### config.mk
export PLATFORM = sky130hd
export DESIGN_NAME = bundle_slot_store_with_eviction_top
export DESIGN_NICKNAME = d
export VERILOG_FILES = /design/src/hdl/bss_pkg.sv /design/src/hdl/bss_mem.sv /design/src/hdl/bss_ctrl.sv /design/src/hdl/bundle_slot_store_with_eviction_top.sv
export SDC_FILE = /design/constraint.sdc
export NUM_CORES = 2
export LEC_CHECK = 0
export BUFFER_PORTS_ARGS = -buffer_cell sky130_fd_sc_hd__buf_4
export CAP_MARGIN = 20
export CORE_MARGIN = 2
export CORE_UTILIZATION = 57
export CTS_CLUSTER_SIZE = 40
export DETAILED_ROUTE_END_ITERATION = 8
export PLACE_DENSITY = 0.74
export SLEW_MARGIN = 20
export SYNTH_ARGS = -nofsm -noshare
export SYNTH_HDL_FRONTEND = slang
export SYNTH_HIERARCHICAL = 1
export SYNTH_SLANG_ARGS = --single-unit
### constraint.sdc
create_clock -name clk -period 12.3 [get_ports clk]
set_input_delay 2.46 -clock clk [delete_from_list [all_inputs] [get_ports clk]]
set_output_delay 2.46 -clock clk [all_outputs]
set_load 0.005 [all_outputs]
### src/hdl/bss_pkg.sv
// ---------------------------------------------------------------------------
// bss_pkg
// Types and codes shared by the bundle slot store blocks.
// ---------------------------------------------------------------------------
package bss_pkg;

	// width of a page number as kept in a slot record
	localparam int PAGE_W = 8;

	// request codes
	localparam logic [2:0] REQ_SAVE   = 3'd0;
	localparam logic [2:0] REQ_DELETE = 3'd1;
	localparam logic [2:0] REQ_LOOKUP = 3'd2;
	localparam logic [2:0] REQ_LOCK   = 3'd3;
	localparam logic [2:0] REQ_UNLOCK = 3'd4;
	localparam logic [2:0] REQ_PRUNE  = 3'd5;

	// completion status codes
	localparam logic [1:0] ST_OK        = 2'd0;
	localparam logic [1:0] ST_ALREADY   = 2'd1;
	localparam logic [1:0] ST_NOT_FOUND = 2'd2;
	localparam logic [1:0] ST_NO_ROOM   = 2'd3;

	// removal reasons
	localparam logic [1:0] RSN_EXPIRED   = 2'd0;
	localparam logic [1:0] RSN_DEPLETED  = 2'd1;
	localparam logic [1:0] RSN_DELIVERED = 2'd2;
	localparam logic [1:0] RSN_OTHER     = 2'd3;

	// event kinds
	localparam logic KIND_DONE   = 1'b0;
	localparam logic KIND_NOTICE = 1'b1;

	// eviction policies
	localparam logic [2:0] POL_NEVER    = 3'd0;
	localparam logic [2:0] POL_EARLIEST = 3'd1;
	localparam logic [2:0] POL_LATEST   = 3'd2;
	localparam logic [2:0] POL_OLDER    = 3'd3;
	localparam logic [2:0] POL_YOUNGER  = 3'd4;
	localparam logic [2:0] POL_RESET    = POL_EARLIEST;

	typedef struct packed {
		logic [2:0]  req_type;
		logic [31:0] bundle_id;
		logic [1:0]  priority_req;
		logic        wants_report;
		logic        from_local_node;
		logic [31:0] expiry_time;
		logic [31:0] now_seconds;
		logic        delivered;
	} in_word_t;

	typedef struct packed {
		logic        last;
		logic        event_kind;
		logic [1:0]  status;
		logic [31:0] result_bundle;
		logic [5:0]  result_page;
		logic [1:0]  removal_reason;
		logic        report_needed;
		logic [4:0]  stored_count;
	} out_word_t;

	typedef struct packed {
		logic [31:0]       number;
		logic [31:0]       expiry;
		logic [1:0]        prio;
		logic              locked;
		logic              report;
		logic              local_src;
		logic [PAGE_W-1:0] page;
	} slot_rec_t;

	typedef enum logic [3:0] {
		S_IDLE,
		S_PR_RD,
		S_PR_CHK,
		S_VI_RD,
		S_VI_CHK,
		S_VI_REM,
		S_FD_RD,
		S_FD_CHK,
		S_DEL,
		S_MOD,
		S_PROBE,
		S_STORE,
		S_DONE
	} state_t;

endpackage

### src/hdl/bss_mem.sv
// ---------------------------------------------------------------------------
// bss_mem
// Slot record memory: one write port, one read port, registered read data.
// ---------------------------------------------------------------------------
module bss_mem #(
	parameter int DEPTH = 16,
	parameter int AW    = 4
) (
	input  logic                clk,
	input  logic [AW-1:0]       rd_addr,
	output bss_pkg::slot_rec_t  rd_data,
	input  logic                wr_en,
	input  logic [AW-1:0]       wr_addr,
	input  bss_pkg::slot_rec_t  wr_data
);
	import bss_pkg::*;

	slot_rec_t mem [DEPTH];
	slot_rec_t rd_data_q;

	// write port
	always_ff @(posedge clk) begin
		if (wr_en) begin
			mem[wr_addr] <= wr_data;
		end
	end

	// read port, registered
	always_ff @(posedge clk) begin
		rd_data_q <= mem[rd_addr];
	end

	assign rd_data = rd_data_q;

endmodule

### src/hdl/bss_ctrl.sv
// ---------------------------------------------------------------------------
// bss_ctrl
// Request sequencer: walks slots in insertion order over the record memory,
// removes, evicts, finds, probes pages and stores; emits result words.
// ---------------------------------------------------------------------------
module bss_ctrl #(
	parameter int SLOTS = 16,
	parameter int PAGES = 64
) (
	input  logic               clk,
	input  logic               arst_n,
	input  logic               in_valid,
	output logic               in_ready,
	input  bss_pkg::in_word_t  in_data,
	input  logic [2:0]         policy,
	output logic               emit_valid,
	input  logic               emit_ready,
	output bss_pkg::out_word_t emit_word
);
	import bss_pkg::*;

	localparam int SW    = (SLOTS > 1) ? $clog2(SLOTS) : 1;
	localparam int CW    = $clog2(SLOTS + 1);
	localparam int PGW   = (PAGES > 1) ? $clog2(PAGES) : 1;
	localparam int TW    = $clog2(PAGES + 1);
	localparam int TAB_N = 256;

	// residue tables: entry k holds (k * mul) mod PAGES
	function automatic logic [TAB_N*PGW-1:0] mk_tab(int mul);
		logic [TAB_N*PGW-1:0] t;
		t = '0;
		for (int k = 0; k < TAB_N; k++) begin
			t[k*PGW +: PGW] = PGW'((k * mul) % PAGES);
		end
		return t;
	endfunction

	localparam logic [TAB_N*PGW-1:0] SHL_TAB = mk_tab(256);
	localparam logic [TAB_N*PGW-1:0] DIG_TAB = mk_tab(1);

	state_t            st_q, st_d;
	in_word_t          req_q;
	logic [CW-1:0]     pos_q;
	logic [CW-1:0]     cnt_q;
	logic [SW-1:0]     ord_q [SLOTS];
	logic [SLOTS-1:0]  valid_q;
	logic [PAGES-1:0]  pused_q;
	logic              best_found_q;
	logic [CW-1:0]     best_pos_q;
	slot_rec_t         best_rec_q;
	slot_rec_t         hit_rec_q;
	logic [PGW-1:0]    page_q;
	logic [TW-1:0]     tries_q;
	logic [1:0]        dig_q;
	logic [1:0]        cstat_q;
	logic [31:0]       cnum_q;
	logic [5:0]        cpage_q;

	logic [SW-1:0]     rd_addr;
	slot_rec_t         rd_data;
	logic              wr_en;
	logic [SW-1:0]     wr_addr;
	slot_rec_t         wr_data;

	logic              rm_en;
	logic [CW-1:0]     rm_pos;
	slot_rec_t         rm_rec;

	logic              at_end, full, pol_walk, expired, eligible, better, first_mode, hit;
	logic              free_found;
	logic [SW-1:0]     free_idx;
	logic [7:0]        dig_val, shl_idx;
	logic [PGW-1:0]    shl_r, dig_r;
	logic [PGW:0]      mod_t, mod_r;
	logic [CW+4:0]     cnt_ext, cnt_dec_ext;
	slot_rec_t         new_rec;

	bss_mem #(.DEPTH(SLOTS), .AW(SW)) u_mem (
		.clk     (clk),
		.rd_addr (rd_addr),
		.rd_data (rd_data),
		.wr_en   (wr_en),
		.wr_addr (wr_addr),
		.wr_data (wr_data)
	);

	// walk address follows the insertion order list
	assign rd_addr = ord_q[pos_q[SW-1:0]];

	// per-entry tests on the record just read
	assign at_end     = (pos_q >= cnt_q);
	assign full       = (cnt_q == CW'(SLOTS));
	assign pol_walk   = policy inside {[POL_EARLIEST:POL_YOUNGER]};
	assign first_mode = (policy == POL_OLDER) || (policy == POL_YOUNGER);
	assign expired    = (rd_data.expiry <= req_q.now_seconds);
	assign eligible   = !rd_data.locked && (rd_data.prio <= req_q.priority_req);
	assign hit        = (rd_data.number == req_q.bundle_id);

	always_comb begin
		case (policy)
			POL_EARLIEST: better = !best_found_q || (rd_data.expiry < best_rec_q.expiry);
			POL_LATEST:   better = !best_found_q || (rd_data.expiry > best_rec_q.expiry);
			POL_OLDER:    better = (req_q.expiry_time >= rd_data.expiry);
			POL_YOUNGER:  better = (req_q.expiry_time < rd_data.expiry);
			default:      better = 1'b0;
		endcase
	end

	// first free slot
	always_comb begin
		free_found = 1'b0;
		free_idx   = '0;
		for (int k = SLOTS - 1; k >= 0; k--) begin
			if (!valid_q[k]) begin
				free_found = 1'b1;
				free_idx   = SW'(k);
			end
		end
	end

	// home page, one byte a cycle from the top: r = (r * 256 + byte) mod PAGES
	assign dig_val = req_q.bundle_id[{dig_q, 3'b000} +: 8];
	assign shl_idx = 8'(page_q);
	assign shl_r   = SHL_TAB[shl_idx*PGW +: PGW];
	assign dig_r   = DIG_TAB[dig_val*PGW +: PGW];
	assign mod_t   = {1'b0, shl_r} + {1'b0, dig_r};
	assign mod_r   = (mod_t >= (PGW+1)'(PAGES)) ? (mod_t - (PGW+1)'(PAGES)) : mod_t;

	assign cnt_ext     = {5'b0, cnt_q};
	assign cnt_dec_ext = {5'b0, cnt_q - CW'(1)};

	always_comb begin
		new_rec           = '0;
		new_rec.number    = req_q.bundle_id;
		new_rec.expiry    = req_q.expiry_time;
		new_rec.prio      = req_q.priority_req;
		new_rec.locked    = 1'b0;
		new_rec.report    = req_q.wants_report;
		new_rec.local_src = req_q.from_local_node;
		new_rec.page      = PAGE_W'(page_q);
	end

	// next state
	always_comb begin
		st_d = st_q;
		case (st_q)
			S_IDLE: begin
				if (in_valid) begin
					case (in_data.req_type)
						REQ_SAVE, REQ_PRUNE: st_d = S_PR_RD;
						REQ_DELETE, REQ_LOOKUP, REQ_LOCK, REQ_UNLOCK: st_d = S_FD_RD;
						default: st_d = S_DONE;
					endcase
				end
			end
			S_PR_RD: begin
				if (!at_end) begin
					st_d = S_PR_CHK;
				end else if (req_q.req_type != REQ_SAVE) begin
					st_d = S_DONE;
				end else if (!full) begin
					st_d = S_FD_RD;
				end else if (pol_walk) begin
					st_d = S_VI_RD;
				end else begin
					st_d = S_DONE;
				end
			end
			S_PR_CHK: begin
				if (!expired || emit_ready) st_d = S_PR_RD;
			end
			S_VI_RD: begin
				if (!at_end) st_d = S_VI_CHK;
				else st_d = best_found_q ? S_VI_REM : S_DONE;
			end
			S_VI_CHK: begin
				st_d = (first_mode && eligible && better) ? S_VI_REM : S_VI_RD;
			end
			S_VI_REM: begin
				if (emit_ready) st_d = S_FD_RD;
			end
			S_FD_RD: begin
				if (!at_end) st_d = S_FD_CHK;
				else st_d = (req_q.req_type == REQ_SAVE) ? S_MOD : S_DONE;
			end
			S_FD_CHK: begin
				if (hit) st_d = (req_q.req_type == REQ_DELETE) ? S_DEL : S_DONE;
				else st_d = S_FD_RD;
			end
			S_DEL: begin
				if (emit_ready) st_d = S_DONE;
			end
			S_MOD: begin
				if (dig_q == 2'd0) st_d = S_PROBE;
			end
			S_PROBE: begin
				if (tries_q == TW'(PAGES)) st_d = S_DONE;
				else if (!pused_q[page_q]) st_d = S_STORE;
			end
			S_STORE: st_d = S_DONE;
			S_DONE: begin
				if (emit_ready) st_d = S_IDLE;
			end
			default: st_d = S_IDLE;
		endcase
	end

	// outputs: result words, memory writes, removals
	always_comb begin
		in_ready   = (st_q == S_IDLE);
		emit_valid = 1'b0;
		emit_word  = '0;
		rm_en      = 1'b0;
		rm_pos     = pos_q;
		rm_rec     = rd_data;
		wr_en      = 1'b0;
		wr_addr    = rd_addr;
		wr_data    = rd_data;
		emit_word.event_kind     = KIND_NOTICE;
		emit_word.status         = ST_OK;
		emit_word.stored_count   = cnt_dec_ext[4:0];
		case (st_q)
			S_PR_CHK: begin
				emit_valid = expired;
				rm_en      = expired && emit_ready;
				emit_word.removal_reason = RSN_EXPIRED;
			end
			S_VI_REM: begin
				emit_valid = 1'b1;
				rm_en      = emit_ready;
				rm_pos     = best_pos_q;
				rm_rec     = best_rec_q;
				emit_word.removal_reason = RSN_DEPLETED;
			end
			S_DEL: begin
				emit_valid = 1'b1;
				rm_en      = emit_ready;
				rm_rec     = hit_rec_q;
				emit_word.removal_reason = req_q.delivered ? RSN_DELIVERED : RSN_OTHER;
			end
			S_FD_CHK: begin
				if (hit && (req_q.req_type == REQ_LOCK || req_q.req_type == REQ_UNLOCK)) begin
					wr_en          = 1'b1;
					wr_data.locked = (req_q.req_type == REQ_LOCK);
				end
			end
			S_STORE: begin
				wr_en   = free_found;
				wr_addr = free_idx;
				wr_data = new_rec;
			end
			default: begin
			end
		endcase
		emit_word.result_bundle = rm_rec.number;
		emit_word.result_page   = rm_rec.page[5:0];
		emit_word.report_needed = rm_rec.report && !rm_rec.local_src
			&& (emit_word.removal_reason != RSN_DELIVERED);
		// completion word
		if (st_q == S_DONE) begin
			emit_valid               = 1'b1;
			emit_word                = '0;
			emit_word.last           = 1'b1;
			emit_word.event_kind     = KIND_DONE;
			emit_word.status         = cstat_q;
			emit_word.result_bundle  = cnum_q;
			emit_word.result_page    = cpage_q;
			emit_word.stored_count   = cnt_ext[4:0];
		end
	end

	// state register
	always_ff @(posedge clk or negedge arst_n) begin
		if (!arst_n) begin
			st_q <= S_IDLE;
		end else begin
			st_q <= st_d;
		end
	end

	// table bookkeeping: count, valid bits, page map
	always_ff @(posedge clk or negedge arst_n) begin
		if (!arst_n) begin
			cnt_q   <= '0;
			valid_q <= '0;
			pused_q <= '0;
		end else if (rm_en) begin
			valid_q[ord_q[rm_pos[SW-1:0]]] <= 1'b0;
			pused_q[rm_rec.page[PGW-1:0]] <= 1'b0;
			cnt_q <= cnt_q - CW'(1);
		end else if (st_q == S_STORE && free_found) begin
			valid_q[free_idx] <= 1'b1;
			pused_q[page_q]   <= 1'b1;
			cnt_q             <= cnt_q + CW'(1);
		end
	end

	// insertion order list: compaction on removal, append on store
	always_ff @(posedge clk) begin
		if (rm_en) begin
			for (int k = 0; k < SLOTS - 1; k++) begin
				if (CW'(k) >= rm_pos) ord_q[k] <= ord_q[k+1];
			end
		end else if (st_q == S_STORE && free_found) begin
			ord_q[cnt_q[SW-1:0]] <= free_idx;
		end
	end

	// walk and completion registers
	always_ff @(posedge clk or negedge arst_n) begin
		if (!arst_n) begin
			pos_q        <= '0;
			best_found_q <= 1'b0;
		end else begin
			case (st_q)
				S_IDLE: begin
					if (in_valid) begin
						req_q        <= in_data;
						pos_q        <= '0;
						best_found_q <= 1'b0;
						cstat_q      <= ST_OK;
						cnum_q       <= '0;
						cpage_q      <= '0;
					end
				end
				S_PR_RD: begin
					if (at_end) begin
						pos_q <= '0;
						if (req_q.req_type == REQ_SAVE && full && !pol_walk) begin
							cstat_q <= ST_NO_ROOM;
							cnum_q  <= req_q.bundle_id;
						end
					end
				end
				S_PR_CHK: begin
					if (!expired) pos_q <= pos_q + CW'(1);
				end
				S_VI_RD: begin
					if (at_end && !best_found_q) begin
						cstat_q <= ST_NO_ROOM;
						cnum_q  <= req_q.bundle_id;
					end
				end
				S_VI_CHK: begin
					if (eligible && better) begin
						best_found_q <= 1'b1;
						best_pos_q   <= pos_q;
						best_rec_q   <= rd_data;
					end
					pos_q <= pos_q + CW'(1);
				end
				S_VI_REM: begin
					if (emit_ready) pos_q <= '0;
				end
				S_FD_RD: begin
					if (at_end) begin
						page_q <= '0;
						dig_q  <= 2'd3;
						if (req_q.req_type != REQ_SAVE) begin
							cstat_q <= ST_NOT_FOUND;
							cnum_q  <= req_q.bundle_id;
						end
					end
				end
				S_FD_CHK: begin
					if (hit) begin
						hit_rec_q <= rd_data;
						cnum_q    <= req_q.bundle_id;
						cpage_q   <= rd_data.page[5:0];
						cstat_q   <= (req_q.req_type == REQ_SAVE) ? ST_ALREADY : ST_OK;
					end else begin
						pos_q <= pos_q + CW'(1);
					end
				end
				S_MOD: begin
					page_q  <= mod_r[PGW-1:0];
					dig_q   <= dig_q - 2'd1;
					tries_q <= '0;
				end
				S_PROBE: begin
					if (tries_q == TW'(PAGES)) begin
						cstat_q <= ST_NO_ROOM;
						cnum_q  <= req_q.bundle_id;
					end else if (pused_q[page_q]) begin
						page_q  <= (page_q == PGW'(PAGES - 1)) ? '0 : page_q + PGW'(1);
						tries_q <= tries_q + TW'(1);
					end
				end
				S_STORE: begin
					cnum_q  <= req_q.bundle_id;
					cstat_q <= free_found ? ST_OK : ST_NO_ROOM;
					cpage_q <= free_found ? new_rec.page[5:0] : 6'd0;
				end
				default: begin
				end
			endcase
		end
	end

	// count never exceeds the table
	a_cnt_range: assert property (@(posedge clk) disable iff (!arst_n)
		cnt_q <= CW'(SLOTS))
		else $error("entry count above table size");

	// valid bits and count agree
	a_cnt_valid: assert property (@(posedge clk) disable iff (!arst_n)
		$countones(valid_q) == int'(cnt_q))
		else $error("valid bits disagree with entry count");

	// no word is produced while waiting for a request
	a_idle_quiet: assert property (@(posedge clk) disable iff (!arst_n)
		in_ready |-> !emit_valid)
		else $error("word emitted while idle");

	// a delivered completion returns to idle
	a_done_idle: assert property (@(posedge clk) disable iff (!arst_n)
		(emit_valid && emit_ready && emit_word.last) |=> (st_q == S_IDLE))
		else $error("completion did not end the request");

endmodule

### src/hdl/bundle_slot_store_with_eviction_top.sv
// Sequence: a save walks the entries to prune, then, when the table is full,
//   walks them again to pick and remove a victim, then searches for a duplicate,
//   forms the home page, probes past used pages, stores and completes.
// Delete, lookup, lock and unlock search the entries, then complete; every word waits
//   for room in the output register and appears in the cycle after it is taken.
// Throughput: one request at a time. Reset: control, valid bits, page map and
//   counts clear at once; policy is 1.
// ---------------------------------------------------------------------------
// bundle_slot_store_with_eviction_top
// Slot table of stored bundles with prune, eviction and page placement.
// ---------------------------------------------------------------------------
module bundle_slot_store_with_eviction_top #(
	parameter int SLOTS = 16,
	parameter int PAGES = 64
) (
	input  logic               clk,
	input  logic               arst_n,
	input  logic               in_valid,
	output logic               in_ready,
	input  bss_pkg::in_word_t  in_data,
	output logic               out_valid,
	input  logic               out_ready,
	output bss_pkg::out_word_t out_data,
	input  logic               cfg_we,
	input  logic [2:0]         cfg_wdata
);
	import bss_pkg::*;

	logic       [2:0] policy_q;
	logic             emit_valid, emit_ready;
	out_word_t        emit_word;
	logic             ovalid_q;
	out_word_t        odata_q;

	// policy register
	always_ff @(posedge clk or negedge arst_n) begin
		if (!arst_n) begin
			policy_q <= POL_RESET;
		end else if (cfg_we) begin
			policy_q <= cfg_wdata;
		end
	end

	bss_ctrl #(.SLOTS(SLOTS), .PAGES(PAGES)) u_ctrl (
		.clk        (clk),
		.arst_n     (arst_n),
		.in_valid   (in_valid),
		.in_ready   (in_ready),
		.in_data    (in_data),
		.policy     (policy_q),
		.emit_valid (emit_valid),
		.emit_ready (emit_ready),
		.emit_word  (emit_word)
	);

	// output word register
	assign emit_ready = !ovalid_q || out_ready;

	always_ff @(posedge clk or negedge arst_n) begin
		if (!arst_n) begin
			ovalid_q <= 1'b0;
		end else if (emit_ready) begin
			ovalid_q <= emit_valid;
		end
	end

	always_ff @(posedge clk) begin
		if (emit_ready && emit_valid) odata_q <= emit_word;
	end

	assign out_valid = ovalid_q;
	assign out_data  = odata_q;

endmodule

[Yosys cells after proc, flatten, opt, wreduce, memory -nomap -nowiden]
Memories as Yosys holds them, arrays and structs flattened. A register that Yosys moved wholly into a read port is not among the register bits.
Index checks and enable logic that the tools add are counted.
Word-level totals
  register bits after elaboration: 467
  memory bits (writable): 1296
  bits of input ports: 112
  output and inout port bits: 52
  word-level logic and storage cells: 387
  memories: 2
Memory list
  u_ctrl.u_mem.mem: depth 16, width 77, read ports 1, clocked after Yosys merged registers in 1, wr ports 1, RTL line bss_mem.sv:18  | slot_rec_t mem [DEPTH];
  u_ctrl.ord_q: depth 16, width 4, read ports 17, clocked after Yosys merged registers in 0, wr ports 15, RTL line bss_ctrl.sv:45  | logic [SW-1:0] ord_q [SLOTS];
Cells by class
  add/subtract/negate cells: 8
  $mul: 2
  magnitude comparators: 33
  equality and inequality tests: 48
  shift-type cells: 3
  muxes and demuxes: 182
  bitwise operators: 6
  reduce and logical (&&, ||, !) cells: 58
Operators by type and width (number)
  indexed part select 1536 x 12 -> 6 bit, first input constant: 2
  two-way mux 32 bit: 8
  case mux 32 bit (7 select lines): 1
  case mux 77 bit (2 select lines): 1
  two-way mux 4 bit: 35
  two-way mux 64 bit: 2
  two-way mux 1 bit: 79
  two-way mux 66 bit: 1
  bitwise AND 64 bit: 1
  < comparator 32 bit: 2
  inverter 64 bit: 1
  OR 64 bit: 1
  case mux 4 bit (13 select lines): 1
  two-way mux 50 bit: 1
  two-way mux 6 bit: 8
  two-way mux 5 bit: 8
  case mux 6 bit (3 select lines): 2
  >= comparator 4 x 5 -> 1 bit, first input constant: 7
  equality test 32 bit: 1
  >= comparator 32 bit: 1
  greater-than comparator 32 bit: 1
  <= comparator 32 bit: 1
  two-way mux 16 bit: 2
  indexed part select 32 x 6 -> 8 bit: 1
  69 further kinds: 172

[Depth between registers and ports, before layout]
  depth in word-level cells: 23
  depth in mapped cells: 12
  gate-level depth less buffers: 10

[By module]
Netlist, hierarchy kept.
Modules (own cells, without submodules)
  bss_mem: times used 1, cells an instance 1978, area each 47575.6 um^2
  bss_ctrl: times used 1, cells an instance 2243, area each 23515.1 um^2
  bundle_slot_store_with_eviction_top: times used 1, cells an instance 60, area each 1662.8 um^2

[Worst setup path after synthesis]
Ideal clock, no wire load.
  path type: input -> register
  from: in arst_n
  to: reg u_ctrl.best_pos_q[0] (enable)
  arrival time: 8.061 ns
  required time: 11.669 ns
  setup slack: 3.608 ns
  cell stages on the path: 1
  cell sequence: a21boi_0
On the way
  word-level cells in the longest chain between the ends: 1
RTL lines
  from (decl): RTL line bundle_slot_store_with_eviction_top.sv:17  | input logic arst_n,
  AND reduction 3 bit (no source line)
  to (signal assigned): RTL line bss_ctrl.sv:347  | best_pos_q <= pos_q;
  to (decl): RTL line bss_ctrl.sv:49  | logic [CW-1:0] best_pos_q;
No other way between the ends.
A chain may end at the register's enable or synchronous reset.

[Worst setup path in the final report]
  from: reg u_ctrl.pos_q[0]
  to: mem u_ctrl/u_mem/mem[13][47] in the netlist's numbering (enable)
On the way
  word-level cells in the longest chain between the ends: 2
RTL lines
  from (decl): RTL line bss_ctrl.sv:43  | logic [CW-1:0] pos_q;
  from (signal assigned): RTL line bss_ctrl.sv:336  | if (!expired) pos_q <= pos_q + CW'(1);
  from (signal assigned): RTL line bss_ctrl.sv:350  | pos_q <= pos_q + CW'(1);
  from (signal assigned): RTL line bss_ctrl.sv:372  | pos_q <= pos_q + CW'(1);
  memory read (16 x 4 bit)
  named net u_ctrl.rd_addr[1]: RTL line bss_ctrl.sv:59  | logic [SW-1:0] rd_addr;
  two-way mux 4 bit: RTL line bss_ctrl.sv:222  | case (st_q)
  named net u_ctrl.wr_addr[1]: RTL line bss_ctrl.sv:62  | logic [SW-1:0] wr_addr;
  to (decl): RTL line bss_mem.sv:18
The timed path passes the listed nets, and every way through them passes these cells.

==> results.json <==
{
  "status": "finished, final reports clean",
  "period_share_pct": 47.65,
  "vias_in_the_first_global_route": 40110,
  "start_util_pct": 57.62,
  "floorplan.die_area_um2": 128300,
  "holdCritStartpoint": "u_ctrl/valid_q[1]",
  "final_worst_path_period_need_ps": 5862,
  "critical_path.max_fanout": 50,
  "start_kind": "flip-flop",
  "route.met3.wl_um": 16960,
  "synthesis.yosys.warnings": 6,
  "number_of_cells_on_the_worst_hold_path": 1,
  "antenna_left": 0,
  "achievable-frequency_ghz": 0.1706,
  "worst-slew-pin-transition_ps": 1154,
  "holdCritPathClass": "reg2reg",
  "clk-insertion-delay-late_ps": 810,
  "fin_tns_setup_ps": 0,
  "diodes": 0,
  "leakage_nw": 27.55,
  "die_h_um": 358.2,
  "hold_violations": 0,
  "port_buffers": 163,
  "layoutNonFillerInstCount": 6259,
  "routed_via_density": 6.471,
  "worst_r2r_endpoint": "u_ctrl/u_mem/mem[13][47]",
  "slew_violations": 0,
  "postCtsSetupRepairBufs": 0,
  "drtIter0Drc": 5406,
  "top_signal_layer_used": "met5",
  "first_pass_grt_wire_length_um": 263200,
  "clock_tree_from_tritoncts": "yes",
  "cts_inserted_buffers": 173,
  "gr-usage-all-layers_pct": 28.12,
  "met2WireLength_um": 87660,
  "crit_end_category": "flip-flop",
  "worst-endpoint-required_ps": 12710,
  "crit-reg2reg-launch": "u_ctrl/pos_q[0]",
  "grt_antenna_before_repair": 2,
  "layout.filler_cells": 8176,
  "core_um2": 124100,
  "cts_resized": 0,
  "core.rowCount": 129,
  "clock_tree.root_cell": "sky130_fd_sc_hd__clkbuf_16",
  "reg2reg_slack_ps": 6440,
  "area_added_between_synthesis_and_finish_pct": 12.64,
  "post_synthesis_area_per_instance_um2": 16.90,
  "worst_path_most_repeated_cell": "sky130_fd_sc_hd__buf_4",
  "timing.final.setup_violations": 0,
  "drc": 0,
  "htreeDepth": 4,
  "cp_slowest_cell": "sky130_fd_sc_hd__mux4_4",
  "buffer_depth_of_the_longest_clock_path": 3,
  "syn_inst": 4231,
  "critical_path.n_buffers_inverters": 2,
  "reg2reg_depth": 8,
  "drt-met1-wl_um": 68610,
  "maxSlewHeadroom_pct": 23.06,
  "grt_start_max_net_pins": 123,
  "gp_routability_congestion": 0.9134,
  "routed_wire_length_per_instance_um": 28.51,
  "grt_setup_unrepaired": "no",
  "dieWidth_um": 358.2,
  "drt-total-wl_um": 178400,
  "pwr_density_cell_nw_per_um2": 244.1,
  "placed_wire_length_estimate_um": 105100,
  "drtPass1Iterations": 6,
  "critical-path-max-stage-delay_ps": 990,
  "cts_num_sinks": 1764,
  "worst_setup_hold_path_clk_slew_ps": 60,
  "fin_worst_skew_ps": 34.73,
  "ctsHoldBuffers": 0,
  "layout.nets": 4697,
  "mappedNetlistArea_um2": 71520,
  "whs_endpoint": "u_ctrl/valid_q[1]",
  "peakVddDrop_uv": 204.9,
  "critical_path.cell_chain": "buf_4 -> mux4_2 -> mux4_4 -> nand2_1 -> o21ai_0 -> nand2b_1 -> nor2_4 -> buf_4",
  "post_route_cells_drive_above_1_share_pct": 20.73,
  "worstPathArrival_ps": 6270,
  "ioPinCount": 164,
  "placed_cells_incl_taps": 5932,
  "maxCapViolations": 0,
  "criticalPathCategory": "reg2reg",
  "cpLargestDelayFamily": "simple AND/OR/NAND/NOR gates",
  "synthesis.nets": 4456,
  "grt_overflow_total": 0,
  "vias": 40500
}
[metrics by stage]
step	cell area [um^2]	setup slack, ps	util (%)	hold slack, ps	total power [mW]
after floorplan	71520	3608	-	436.7	12.37
after global placement	74880	6388	60.33	499.0	14.38
after detailed placement	74880	6339	60.33	506.2	14.50
after CTS	80470	6344	64.83	516.3	19.67
after global routing	80560	6161	64.91	539.3	20.48
final	80560	6439	64.91	519.6	19.66
[state kept, by name (all words and copies together) (netlist names), 3 cells and up]
register              cells
u_ctrl/u_mem/mem       1200
u_ctrl/u_mem/rd_data     75
u_ctrl/best_rec_q        72
u_ctrl/new_rec           68
u_ctrl/ord_q             64
u_ctrl/pused_q           64
out_data                 50
u_ctrl/hit_rec_q         40
u_ctrl/req_q             36
u_ctrl/cnum_q            32
u_ctrl/valid_q           16
u_ctrl/tries_q            7
u_ctrl/cpage_q            6
u_ctrl/page_q             6
u_ctrl/best_pos_q         5
u_ctrl/cnt_q              5
u_ctrl/pos_q              5
u_ctrl/st_q               4
policy_q                  3
[where the power goes]
group          switching, mW  internal [mW]  total (mW)
clock network           2.23           2.93        5.16
registers              0.554           7.98        8.54
logic                   3.74           2.22        5.96
total                   6.52           13.1        19.7
[how the worst max path moves through the flow]
stage          slack [ps]  cells past startpoint                       end             from
2_1_floorplan        3610                      1      u_ctrl/best_pos_q[0]           arst_n
3_3_place_gp         6390                      9  u_ctrl/u_mem/rd_data[73]  u_ctrl/pos_q[0]
3_5_place_dp         6340                      9  u_ctrl/u_mem/rd_data[73]  u_ctrl/pos_q[0]
4_1_cts              6340                      9  u_ctrl/u_mem/rd_data[54]  u_ctrl/pos_q[0]
5_1_grt              6160                     10  u_ctrl/u_mem/rd_data[54]  u_ctrl/pos_q[0]
6_report             6440                      8  u_ctrl/u_mem/mem[13][47]  u_ctrl/pos_q[0]
[layout by cell type, fill, tap and decap left out, types with 9 or more instances in the layout]
cell type                   count
sky130_fd_sc_hd__a211oi_1      12
sky130_fd_sc_hd__a21o_1        14
sky130_fd_sc_hd__a21oi_1      205
sky130_fd_sc_hd__a22o_1        11
sky130_fd_sc_hd__a22oi_1      170
sky130_fd_sc_hd__a31oi_1       48
sky130_fd_sc_hd__buf_4        259
sky130_fd_sc_hd__clkbuf_1      51
sky130_fd_sc_hd__clkbuf_16    176
sky130_fd_sc_hd__clkbuf_8      22
sky130_fd_sc_hd__clkinv_1      11
sky130_fd_sc_hd__clkinv_2      35
sky130_fd_sc_hd__dfrtp_1       97
sky130_fd_sc_hd__dfxtp_1       75
sky130_fd_sc_hd__edfxtp_1    1590
sky130_fd_sc_hd__ha_1         113
sky130_fd_sc_hd__inv_1        144
sky130_fd_sc_hd__mux2_2        19
sky130_fd_sc_hd__mux2i_1       39
sky130_fd_sc_hd__mux4_2       338
sky130_fd_sc_hd__nand2_1      476
sky130_fd_sc_hd__nand2b_1      19
sky130_fd_sc_hd__nand3_1       30
sky130_fd_sc_hd__nand4_1       40
sky130_fd_sc_hd__nor2_1       115
sky130_fd_sc_hd__nor2_4        15
sky130_fd_sc_hd__nor2b_1       42
sky130_fd_sc_hd__nor3_1        19
sky130_fd_sc_hd__nor3_2         9
sky130_fd_sc_hd__o211ai_1      11
sky130_fd_sc_hd__o21ai_0      171
sky130_fd_sc_hd__o21ai_1       17
sky130_fd_sc_hd__o21ai_2        9
sky130_fd_sc_hd__or2_2          9
sky130_fd_sc_hd__xnor2_1       38
sky130_fd_sc_hd__xor2_1        14
[per-layer routing]
metal | track usage, % | vias up
met1 | 39.23 | 20740
met3 | 5.147 | 311
met2 | 45.39 | 2299
met5 | 0 | -
met4 | 9.456 | 2
li1 | - | 17160
[final cells by class]
cell class,instances,area [um^2],share of cell area [%]
well taps,1637,2048,2.542
clock inverters,76,689.4,0.8558
multi-input cells,2123,18600,23.09
clock buffers,249,4898,6.080
flip-flops and latches,1764,51730,64.21
inverters,144,540.5,0.6709
repair buffers,266,2053,2.549
Power figures use the tool's default switching activity.
